[src/rtl/sks_pkg.sv]
// ----------------------------------------------------------------------------
// sks_pkg
// Shared codes, widths and types of the sorted key set.
// ----------------------------------------------------------------------------
package sks_pkg;

	localparam int KEY_W = 32;
	localparam int OP_W  = 2;
	localparam int ST_W  = 2;
	localparam int POS_W = 6;

	localparam logic [OP_W-1:0] OP_TEST   = 2'd0;
	localparam logic [OP_W-1:0] OP_ADD    = 2'd1;
	localparam logic [OP_W-1:0] OP_REMOVE = 2'd2;

	localparam logic [ST_W-1:0] STAT_OK      = 2'd0;
	localparam logic [ST_W-1:0] STAT_PRESENT = 2'd1;
	localparam logic [ST_W-1:0] STAT_ABSENT  = 2'd2;
	localparam logic [ST_W-1:0] STAT_FULL    = 2'd3;

	typedef struct packed {
		logic shift_up;
		logic shift_dn;
	} cell_ctl_t;

endpackage

[src/rtl/sks_if.sv]
// ----------------------------------------------------------------------------
// sks_req_if / sks_rsp_if
// Valid/ready channels for requests and their results.
// ----------------------------------------------------------------------------
interface sks_req_if;
	logic                                  valid;
	logic                                  ready;
	logic        [sks_pkg::OP_W-1:0]       operation;
	logic signed [sks_pkg::KEY_W-1:0]      key;

	modport source (output valid, operation, key, input ready);
	modport sink   (input valid, operation, key, output ready);
endinterface

interface sks_rsp_if;
	logic                           valid;
	logic                           ready;
	logic                           success;
	logic [sks_pkg::ST_W-1:0]       status;
	logic [sks_pkg::POS_W-1:0]      position;
	logic [sks_pkg::POS_W-1:0]      entries_held;

	modport source (output valid, success, status, position, entries_held, input ready);
	modport sink   (input valid, success, status, position, entries_held, output ready);
endinterface

[src/rtl/sks_cell.sv]
// ----------------------------------------------------------------------------
// sks_cell
// One slot of the sorted store: holds a key, compares it with the request
// key and takes its left neighbor's key or the request key on an insert, or its right neighbor's key on a delete.
// ----------------------------------------------------------------------------
module sks_cell #(
	parameter int INDEX = 0,
	parameter int CW    = 6
) (
	input  logic                             clk,
	input  logic                             arst_n,
	input  logic [CW-1:0]                    count,
	input  logic signed [sks_pkg::KEY_W-1:0] key_in,
	input  sks_pkg::cell_ctl_t               ctl,
	input  logic signed [sks_pkg::KEY_W-1:0] left_key,
	input  logic signed [sks_pkg::KEY_W-1:0] right_key,
	input  logic                             left_lt,
	output logic signed [sks_pkg::KEY_W-1:0] key_out,
	output logic                             lt_s1,
	output logic                             eq_s1
);

	logic signed [sks_pkg::KEY_W-1:0] key_q;
	logic                             occupied;

	assign occupied = CW'(INDEX) < count;
	assign key_out  = key_q;

	always_ff @(posedge clk or negedge arst_n) begin
		if (!arst_n) begin
			lt_s1 <= 1'b0;
			eq_s1 <= 1'b0;
		end else begin
			lt_s1 <= occupied && (key_q < key_in);
			eq_s1 <= occupied && (key_q == key_in);
		end
	end

	// slots below the lower bound keep their key
	always_ff @(posedge clk) begin
		if (ctl.shift_up && !lt_s1) begin
			key_q <= left_lt ? key_in : left_key;
		end else if (ctl.shift_dn && !lt_s1) begin
			key_q <= right_key;
		end
	end

endmodule

[src/rtl/sorted_key_set_top.sv]
// ----------------------------------------------------------------------------
// sorted_key_set_top
// Sorted set of unique signed 32-bit keys with test, add and remove.
// ----------------------------------------------------------------------------
// Keys sit in ascending order in a row of CAPACITY cells. A request passes
// through the states S_CMP and S_UPD: in S_CMP every cell compares its key
// with the request key, in S_UPD the lower bound is picked from the row of
// compare flags and, for a successful add or remove, every cell from that
// point on takes its neighbor's key, or the lower-bound cell the request key
// on an add, in one step. A new request is taken in the cycle the previous
// one finishes, not before; a waiting result holds S_UPD until it is taken.
// No clearing is needed after reset.
module sorted_key_set_top #(
	parameter int CAPACITY = 32
) (
	input  logic         clk,
	input  logic         arst_n,
	sks_req_if.sink      req,
	sks_rsp_if.source    rsp
);

	localparam int CW = $clog2(CAPACITY + 1);

	typedef enum logic [2:0] {
		S_IDLE = 3'b001,
		S_CMP  = 3'b010,
		S_UPD  = 3'b100
	} state_t;

	state_t state_q, state_d;

	logic        [sks_pkg::OP_W-1:0]  op_q;
	logic signed [sks_pkg::KEY_W-1:0] key_q;
	logic        [CW-1:0]             count_q;

	logic signed [sks_pkg::KEY_W-1:0] cell_key [CAPACITY];
	logic signed [sks_pkg::KEY_W-1:0] left_key [CAPACITY];
	logic signed [sks_pkg::KEY_W-1:0] right_key [CAPACITY];
	logic [CAPACITY-1:0]              lt_vec, eq_vec, left_lt;

	sks_pkg::cell_ctl_t ctl;

	logic          out_free, fire, accept, found, add_ok, rem_ok;
	logic [CW-1:0] pos;
	logic [CW-1:0] count_d;

	logic                          rsp_valid_q;
	logic                          success_q;
	logic [sks_pkg::ST_W-1:0]      status_q;
	logic [sks_pkg::POS_W-1:0]     position_q, entries_q;
	logic [CW+sks_pkg::POS_W-1:0]  pos_ext, cnt_ext;

	assign out_free  = !rsp_valid_q || rsp.ready;
	assign fire      = (state_q == S_UPD) && out_free;
	assign req.ready = (state_q == S_IDLE) || fire;
	assign accept    = req.valid && req.ready;

	generate
		for (genvar i = 0; i < CAPACITY; i++) begin : g_cell
			if (i == 0) begin : g_first
				assign left_key[i] = key_q;
				assign left_lt[i]  = 1'b1;
			end else begin : g_mid
				assign left_key[i] = cell_key[i-1];
				assign left_lt[i]  = lt_vec[i-1];
			end
			if (i == CAPACITY - 1) begin : g_last
				assign right_key[i] = cell_key[i];
			end else begin : g_inner
				assign right_key[i] = cell_key[i+1];
			end

			sks_cell #(
				.INDEX (i),
				.CW    (CW)
			) u_cell (
				.clk       (clk),
				.arst_n    (arst_n),
				.count     (count_q),
				.key_in    (key_q),
				.ctl       (ctl),
				.left_key  (left_key[i]),
				.right_key (right_key[i]),
				.left_lt   (left_lt[i]),
				.key_out   (cell_key[i]),
				.lt_s1     (lt_vec[i]),
				.eq_s1     (eq_vec[i])
			);
		end
	endgenerate

	// lower bound: the one cell where the less-than run ends, or CAPACITY if the run covers every cell
	always_comb begin
		pos = '0;
		for (int i = 0; i < CAPACITY; i++) begin
			if (left_lt[i] && !lt_vec[i]) begin
				pos = pos | CW'(i);
			end
		end
		if (lt_vec[CAPACITY-1]) begin
			pos = pos | CW'(CAPACITY);
		end
	end

	assign found  = |eq_vec;
	assign add_ok = (op_q == sks_pkg::OP_ADD) && !found && (count_q < CW'(CAPACITY));
	assign rem_ok = (op_q == sks_pkg::OP_REMOVE) && found;

	assign ctl.shift_up = fire && add_ok;
	assign ctl.shift_dn = fire && rem_ok;

	always_comb begin
		priority if (add_ok) begin
			count_d = count_q + CW'(1);
		end else if (rem_ok) begin
			count_d = count_q - CW'(1);
		end else begin
			count_d = count_q;
		end
	end

	always_comb begin
		state_d = state_q;
		unique case (state_q)
			S_IDLE: if (accept) state_d = S_CMP;
			S_CMP:  state_d = S_UPD;
			S_UPD: begin
				if (fire) state_d = accept ? S_CMP : S_IDLE;
			end
			default: state_d = S_IDLE;
		endcase
	end

	always_ff @(posedge clk or negedge arst_n) begin
		if (!arst_n) begin
			state_q     <= S_IDLE;
			count_q     <= '0;
			rsp_valid_q <= 1'b0;
		end else begin
			state_q <= state_d;
			if (fire) begin
				count_q     <= count_d;
				rsp_valid_q <= 1'b1;
			end else if (rsp.ready) begin
				rsp_valid_q <= 1'b0;
			end
		end
	end

	always_ff @(posedge clk) begin
		if (accept) begin
			op_q  <= req.operation;
			key_q <= req.key;
		end
	end

	assign pos_ext = {{sks_pkg::POS_W{1'b0}}, pos};
	assign cnt_ext = {{sks_pkg::POS_W{1'b0}}, count_d};

	always_ff @(posedge clk) begin
		if (fire) begin
			position_q <= pos_ext[sks_pkg::POS_W-1:0];
			entries_q  <= cnt_ext[sks_pkg::POS_W-1:0];
			unique case (op_q)
				sks_pkg::OP_TEST: begin
					success_q <= found;
					status_q  <= found ? sks_pkg::STAT_OK : sks_pkg::STAT_ABSENT;
				end
				sks_pkg::OP_ADD: begin
					success_q <= add_ok;
					priority if (found) begin
						status_q <= sks_pkg::STAT_PRESENT;
					end else if (!add_ok) begin
						status_q <= sks_pkg::STAT_FULL;
					end else begin
						status_q <= sks_pkg::STAT_OK;
					end
				end
				sks_pkg::OP_REMOVE: begin
					success_q <= rem_ok;
					status_q  <= rem_ok ? sks_pkg::STAT_OK : sks_pkg::STAT_ABSENT;
				end
				default: begin
					success_q <= 1'b0;
					status_q  <= sks_pkg::STAT_OK;
				end
			endcase
		end
	end

	assign rsp.valid        = rsp_valid_q;
	assign rsp.success      = success_q;
	assign rsp.status       = status_q;
	assign rsp.position     = position_q;
	assign rsp.entries_held = entries_q;

endmodule

[src/flat_wrapper.sv]
// flat-port wrapper written by rule: the top's interface ports become plain ports
module sorted_key_set_top_flat 
#(
	parameter int CAPACITY = 32
)
  (clk, arst_n, req_valid, req_operation, req_key, req_ready, rsp_valid, rsp_success, rsp_status, rsp_position, rsp_entries_held, rsp_ready);
  sks_req_if req_i ();
  sks_rsp_if rsp_i ();
  input  logic clk;
  input  logic arst_n;
  input wire logic [$bits(req_i.valid)-1:0] req_valid;
  input wire logic [$bits(req_i.operation)-1:0] req_operation;
  input wire logic [$bits(req_i.key)-1:0] req_key;
  output wire logic [$bits(req_i.ready)-1:0] req_ready;
  output wire logic [$bits(rsp_i.valid)-1:0] rsp_valid;
  output wire logic [$bits(rsp_i.success)-1:0] rsp_success;
  output wire logic [$bits(rsp_i.status)-1:0] rsp_status;
  output wire logic [$bits(rsp_i.position)-1:0] rsp_position;
  output wire logic [$bits(rsp_i.entries_held)-1:0] rsp_entries_held;
  input wire logic [$bits(rsp_i.ready)-1:0] rsp_ready;
  assign req_i.valid = req_valid;
  assign req_i.operation = req_operation;
  assign req_i.key = req_key;
  assign req_ready = req_i.ready;
  assign rsp_valid = rsp_i.valid;
  assign rsp_success = rsp_i.success;
  assign rsp_status = rsp_i.status;
  assign rsp_position = rsp_i.position;
  assign rsp_entries_held = rsp_i.entries_held;
  assign rsp_i.ready = rsp_ready;
  sorted_key_set_top #(.CAPACITY(CAPACITY)) u_core (.clk(clk), .arst_n(arst_n), .req(req_i), .rsp(rsp_i));
endmodule
[config.mk]
export PLATFORM = sky130hd
export DESIGN_NAME = sorted_key_set_top_flat
export DESIGN_NICKNAME = d
export VERILOG_FILES = /design/src/rtl/sks_pkg.sv /design/src/rtl/sks_if.sv /design/src/rtl/sks_cell.sv /design/src/rtl/sorted_key_set_top.sv /design/src/flat_wrapper.sv
export SDC_FILE = /design/constraint.sdc
export NUM_CORES = 2
export LEC_CHECK = 0
export BUFFER_PORTS_ARGS = -buffer_cell sky130_fd_sc_hd__buf_2
export CORE_ASPECT_RATIO = 1.4
export CORE_MARGIN = 2
export CORE_UTILIZATION = 65
export CTS_CLUSTER_DIAMETER = 100
export CTS_CLUSTER_SIZE = 25
export DETAILED_ROUTE_END_ITERATION = 10
export PLACE_DENSITY = 0.85
export SLEW_MARGIN = 20
export SYNTH_ARGS = -nofsm -noshare
export SYNTH_HDL_FRONTEND = slang
export SYNTH_SLANG_ARGS = --single-unit
[constraint.sdc]
create_clock -name clk -period 5.16 [get_ports clk]
set_input_delay 0.774 -clock clk [delete_from_list [all_inputs] [get_ports clk]]
set_output_delay 0.774 -clock clk [all_outputs]
set_load 0.01 [all_outputs]
## Yosys cells after proc, flatten, opt, wreduce, memory -nomap -nowiden

Index checks and enable logic that the tools add are counted.

- Bits in registers: 1147
- Bits of input ports: 38

- Mux-type cells: 181
- $lt $le $gt $ge: 65
- Equality and inequality tests: 39
- $add $sub $neg: 2
- Reductions and logical operators: 236

Operators by type and width:

| operator | count |
|---|---|
| $mux W32 | 125 |
| $eq A32 B32 Y1 | 32 |
| $lt A32 B32 Y1 | 32 |
| $logic_and A1 B1 Y1 | 165 |
| $lt A5 B6 Y1 const A | 16 |
| $mux W5 | 16 |
| $reduce_bool A2 Y1 | 32 |
| $lt A4 B6 Y1 const A | 8 |
| $logic_not A1 Y1 | 34 |
| $mux W4 | 8 |
| $reduce_or A32 Y1 | 1 |
| $mux W2 | 13 |
| $lt A3 B6 Y1 const A | 4 |
| $mux W3 | 8 |
| $mux W6 | 3 |
| $lt A1 B6 Y1 const A | 2 |
| $lt A2 B6 Y1 const A | 2 |
| $pmux W3 S3 | 1 |
| $add A6 B1 Y6 const B | 1 |
| $lt A6 B6 Y1 const B | 1 |
| $pmux W2 S3 | 1 |
| $sub A6 B1 Y6 const B | 1 |
| $mux W1 | 5 |
| $ne A2 B1 Y1 const B | 2 |
| 9 further kinds | 10 |

## Depth between registers and ports, before layout

- Depth after elaboration: 33
- Depth in mapped cells: 10
- Gate-level depth less buffers: 8

## By module

A second synthesis with hierarchy kept.

- Cell total of the unflattened synthesis: 8590
- Area total of the unflattened synthesis: 83536.4 µm²

Modules (own cells, without submodules):

| module | instances | area each (µm²) | cells each |
|---|---|---|---|
| sks_cell (u_core.g_cell[25].u_cell ...) | 3 | 2524.9 | 260 |
| sks_cell (u_core.g_cell[10].u_cell ...) | 2 | 2533.7 | 265 |
| sks_cell (u_core.g_cell[14].u_cell ...) | 2 | 2526.2 | 260 |
| sks_cell (u_core.g_cell[13].u_cell ...) | 2 | 2521.2 | 259 |
| sks_cell (u_core.g_cell[23].u_cell ...) | 2 | 2499.9 | 260 |
| sorted_key_set_top | 1 | 2788.9 | 221 |
| sks_cell (u_core.g_cell[24].u_cell) | 1 | 2557.5 | 265 |
| sks_cell (u_core.g_cell[20].u_cell) | 1 | 2538.7 | 266 |
| sks_cell (u_core.g_cell[28].u_cell) | 1 | 2538.7 | 265 |
| sks_cell (u_core.g_cell[22].u_cell) | 1 | 2537.4 | 265 |
| sks_cell (u_core.g_cell[30].u_cell) | 1 | 2536.2 | 265 |
| sks_cell (u_core.g_cell[8].u_cell) | 1 | 2532.4 | 265 |
| sks_cell (u_core.g_cell[11].u_cell) | 1 | 2531.2 | 261 |
| sks_cell (u_core.g_cell[18].u_cell) | 1 | 2531.2 | 265 |
| +13 rows | -- | -- | -- |

## Least setup slack after synthesis

No wires, ideal clock.

- Kind: input to register
- Start: input port rsp_ready
- End: register u_core.g_cell[10].u_cell.key_q, in the netlist u_core.g_cell[10].u_cell.key_out[0], enable pin
- Data arrival time: 3608 ps
- Stages: 6
- Setup time: 421 ps
- Path slack: 1131 ps
- Cell sequence: nor2b_1 -> nor3_1 -> clkbuf_1 -> o21ai_1 -> clkbuf_1 -> nor2_1

- Word-level cells in the longest chain between the ends: 5
- Elaborated cells on any way between the ends: 7

RTL lines:

| item | line | RTL |
|---|---|---|
| start, declared | flat_wrapper.sv:20 | `input wire logic [$bits(rsp_i.ready)-1:0] rsp_ready;` |
| $logic_or A1 B1 Y1 * | sorted_key_set_top.sv:53 | `assign out_free = !rsp_valid_q \|\| rsp.ready;` |
| $logic_and A1 B1 Y1 * | sorted_key_set_top.sv:54 | `assign fire = (state_q == S_UPD) && out_free;` |
| named net u_core.fire | sorted_key_set_top.sv:43 | `logic out_free, fire, accept, found, add_ok, rem_ok;` |
| $logic_and A1 B1 Y1 (on tied branches) | sorted_key_set_top.sv:109, sorted_key_set_top.sv:110 |  |
| $logic_and A1 B1 Y1 (on tied branches) | sks_cell.sv:41, sks_cell.sv:43 |  |
| $reduce_bool A2 Y1 (no source line) * | -- |  |
| end signal, assigned | sks_cell.sv:42 | `key_q <= left_lt ? key_in : left_key;` |
| end signal, assigned | sks_cell.sv:44 | `key_q <= right_key;` |
| end, declared | sks_cell.sv:23 | `logic signed [sks_pkg::KEY_W-1:0] key_q;` |

Mark *: on every way through the listed nets, which the timed path passes. The rest lies on a longest branch.
A chain may end at the register's enable or synchronous reset.

## Worst setup path in the final report

- Start: register u_core.g_cell[6].u_cell.eq_s1
- End: register u_core.g_cell[0].u_cell.key_q, in the netlist u_core.g_cell[0].u_cell.key_out[5] (data pin)

- Word-level cells in the longest chain between the ends: 7

RTL lines:

| item | line | RTL |
|---|---|---|
| start, declared | sks_cell.sv:20 | `output logic eq_s1` |
| start signal, assigned | sks_cell.sv:35 | `eq_s1 <= occupied && (key_q == key_in);` |
| $reduce_or A32 Y1 | sorted_key_set_top.sv:105 | `assign found = \|eq_vec;` |
| $logic_not A1 Y1 | sorted_key_set_top.sv:106 | `assign add_ok = (op_q == sks_pkg::OP_ADD) && !found && (count_q < CW'(CAPACITY));` |
| $logic_and A1 B1 Y1 (2 in series) | sorted_key_set_top.sv:106 |  |
| $logic_and A1 B1 Y1 | sorted_key_set_top.sv:109 | `assign ctl.shift_up = fire && add_ok;` |
| $logic_and A1 B1 Y1 | sks_cell.sv:41 | `if (ctl.shift_up && !lt_s1) begin` |
| $mux W32 | sks_cell.sv:41 |  |
| end signal, assigned | sks_cell.sv:42 |  |
| end signal, assigned | sks_cell.sv:44 |  |
| end, declared | sks_cell.sv:23 |  |

No other way between the ends.

==> flow_metrics.tcl <==
set metrics [dict create \
    wl_per_cell_um 24.5 \
    grt_pass1_vias 63730 \
    cts.root.buffer_cell "sky130_fd_sc_hd__clkbuf_16" \
    worstPathMaxFanout 32 \
    numClockSinks 1147 \
    final_cell_area_mm2 0.0853 \
    standard_cell_area_after_detailed_placement_mm2 0.0837 \
    crit_path_max_incr_delay_ns 0.77 \
    synth_enable_flop_cells 1073 \
    postSynthRegisterBits 1147 \
    maxCapViolCount 0 \
    synthCells 7577 \
    dpl_wire_length_um 175000 \
    skew_final_ns 0.0323 \
    number_of_antenna_violations_at_the_first_check_in_global_routing 6 \
    final_max_slew_viol_count 0 \
    filler_cell_count 9328 \
    clock_latency_late_sink_ns 0.71 \
    worst_hold_check_path_type "primary input to async pin" \
    post_cts_gate_resize_count 0 \
    port_buffers 54 \
    cts_max_path_buffers 3 \
    yosysSeqAreaShare_pct 41.1 \
    leakage_power_summed_over_all_cells_nw 33.2 \
    post_cts_buffers 0 \
    synth_compound_area_share_pct 15.7 \
    synthDominantAreaCellType "sky130_fd_sc_hd__edfxtp_1" \
    worst_setup_path_start_kind "flop" \
    core-area_mm2 0.127 \
    floorplan.initialDensity_pct 65.2 \
    grt_start_max_net_pins 65 \
    largest_family_of_logic_cells_by_synthesized_area "compound AO/OA/AOI/OAI gates" \
    synth.area.mux_share_pct 12.5 \
    clock_tree_from_tritoncts "done" \
    synth_top_area_share_pct 38.9 \
    cts_made_buffers 52 \
    routability_congestion 0.949 \
    critical_path.slowest_cell "sky130_fd_sc_hd__nor4_1" \
    critical_path_arrival_ns 4.53 \
    finalCritPeriodShare_pct 78.9 \
    grt_pass1_wl_um 350000 \
    timing.critical_path.cells "nor4_1 -> nand4_1 -> nor4_2 -> nand2_1 -> nor2_4 -> buf_4 -> mux2_1" \
    post_synthesis_average_cell_area_um2 10.9 \
    actual_slew_at_the_worst_max_slew_pin_ns 1.20 \
    grt_util_all_layers_pct 34.0 \
    critPathKind "flop to flop" \
    drt_first_iter_violations 5161 \
    ys_dominant_reg_cell "sky130_fd_sc_hd__edfxtp_1" \
    synth-warning-count 0 \
    antenna_left 0 \
    pwr_density_cell_mw_per_mm2 273 \
    synth_xor_area_share_pct 0.0845 \
    flow.area_growth_from_synthesis_pct 2.93 \
    h_tree_levels 2 \
    die_h_um 427 \
    drt-pass1-iter-count 10 \
    fin_util_pct 67.2 \
    max_freq_mhz 245 \
    remaining_drcs 0 \
    area_fraction_in_and_or_nand_and_nor_cells_after_synthesis_pct 10.6 \
    yosys.cell_types.count 61 \
    required_ns 5.62 \
    cts.reportedPaths.clkPinSlew_ns 0.10 \
    slew_headroom_pct 20.2 \
    timing.final.crit_period_ns 4.07 \
    drive_gt1_share_pct 16.2 \
    outcome "completed" \
    num-nets-final 8446 \
    post_synth_fa_ha_maj_area_fraction_pct 15.5 \
    synth.top_cells.by_area "sky130_fd_sc_hd__edfxtp_1 39%, sky130_fd_sc_hd__ha_1 16%, sky130_fd_sc_hd__mux2i_1 12%" \
    post-synth-top-count-cell "sky130_fd_sc_hd__nand2_1" \
    hold_buffers 0 \
    setup_total_negative_slack_ns 0 \
    die_area_mm2 0.130 \
    placementRows 155 \
    critPathCaptureType "flop" \
    timing_hold_violations_final 0 \
    grt_setup_unrepaired "no" \
    power.ir.vdd_worst_uv 360 \
    syn-cell-area_mm2 0.0829 \
    synth-async-reset-ratio_pct 6.45 \
    synth.net_count 8642 \
    report.final.setup_viol 0 \
    aggregate_global_routing_overflow 0 \
    dr_total_vias 61286 \
    boundaryPins 55 \
    finalWirelength_um 223000 \
    viasPerCell 6.75 \
    die_x_um 306 \
    synthTopCellsByCount "1,240 x sky130_fd_sc_hd__nand2_1, 1,073 x sky130_fd_sc_hd__edfxtp_1, 1,027 x sky130_fd_sc_hd__ha_1" \
]
[through the flow]
step           worst slack [ns]  hold slack [ns]  power (mW)  cells
3_3_place_gp               1.19            0.485        17.7   8975
3_5_place_dp               1.02            0.515        18.2   8975
2_1_floorplan              1.13            0.469        15.8   7577
4_1_cts                    1.25           0.0482        23.1   9071
5_1_grt                   0.965           0.0883        24.3   9074
6_report                   1.09           0.0799        23.3   9074
[cells by family (layout without fill, tap and decap cells)]
family | Yosys count | after routing
adder cells (fa/ha/maj) | 1027 | 1027
multiplexers | 1028 | 1028
AND/OR/NAND/NOR | 1937 | 1937
flip-flops | 1147 | 1147
XOR/XNOR | 8 | 8
buffers and inverters | 603 | 449
other | 0 | 3
AO/OA/AOI/OAI | 1827 | 1827
[worst max-delay path: cells and delay by family, from the launching register on]
family / cells / cell delay, ns
mux: 1 / 0.39
flops: 1 / 0.39
buf+inv: 1 / 0.45
simple gates: 5 / 2.58
[report_power, final]
group	leakage, nW	internal (mW)	switching [mW]
sequential	10.6	10.5	0.304
clock	0.736	2.03	3.12
combinational	21.9	2.56	4.80
[worst paths after layout]
path | startpoint | endpoint | slack, ns | depth (start not counted)
setup reg to reg | u_core.g_cell[6].u_cell.eq_s1 | u_core.g_cell[0].u_cell.key_out[5] | 1.09 | 7
min in group clk | req_key[27] | u_core.key_q[27] | 0.23 | 1
hold / removal | arst_n | u_core.state_q[1] | 0.08 | 1
max in group asynchronous | arst_n | u_core.g_cell[20].u_cell.lt_s1 | 3.96 | 2
setup / recovery | u_core.g_cell[6].u_cell.eq_s1 | u_core.g_cell[0].u_cell.key_out[5] | 1.09 | 7
hold reg to reg | u_core.state_q[0] | u_core.state_q[2] | 0.53 | 1
[sequential cells by signal (all words and copies together), names as in the netlist]
register	cells
u_core.g_cell.u_cell.key_out	1024
u_core.g_cell.u_cell.lt_s1	32
u_core.rsp.entries_held	6
u_core.state_q	3
u_core.count_q	6
u_core.rsp.success	1
u_core.rsp.status	2
u_core.op_q	2
u_core.rsp.valid	1
u_core.rsp.position	6
u_core.g_cell.u_cell.eq_s1	32
u_core.key_q	32
[cell type report]
cell class                 instances  area [um^2]  area share, %
antenna                            3         7.51        0.00880
clock buffer                      94         1520           1.78
clock inverter                     2         21.3         0.0249
inverter                         116          435          0.510
multi-input combinational       5827        45400           53.2
sequential                      1147        34100           40.0
tap                             1648         2060           2.42
timing repair buffer             237         1750           2.05
[placed cells by master (no fill, tap or decap), types with 42 or more instances in the layout]
cell type / synthesis / routed
sky130_fd_sc_hd__clkbuf_16: 0 / 54
sky130_fd_sc_hd__o21ai_1: 111 / 110
sky130_fd_sc_hd__dfrtp_1: 73 / 43
sky130_fd_sc_hd__a21o_1: 93 / 93
sky130_fd_sc_hd__buf_4: 0 / 176
sky130_fd_sc_hd__nand2_1: 1240 / 1240
sky130_fd_sc_hd__a21oi_1: 400 / 400
sky130_fd_sc_hd__nor2_1: 127 / 95
sky130_fd_sc_hd__mux2i_1: 962 / 962
sky130_fd_sc_hd__ha_1: 1027 / 1027
sky130_fd_sc_hd__nand4_1: 128 / 128
sky130_fd_sc_hd__nand3_1: 95 / 95
sky130_fd_sc_hd__buf_2: 3 / 53
sky130_fd_sc_hd__nor3_1: 58 / 56
sky130_fd_sc_hd__inv_1: 116 / 116
sky130_fd_sc_hd__a221oi_1: 66 / 66
sky130_fd_sc_hd__o21ai_0: 233 / 233
sky130_fd_sc_hd__edfxtp_1: 1073 / 1073
sky130_fd_sc_hd__and4_1: 81 / 81
sky130_fd_sc_hd__nor4_1: 42 / 42
sky130_fd_sc_hd__o21ai_2: 756 / 756
[metal layers]
metal  global-route usage, %  share of wire (%)  vias up
met5                       0             0.0054        -
met4                    28.4                9.4        2
met3                    5.31                5.4      933
met2                    59.9                 50     2362
met1                    35.7                 35    29802
li1                        -                  -    28187
Note: power is estimated with default switching activity, not from simulation.
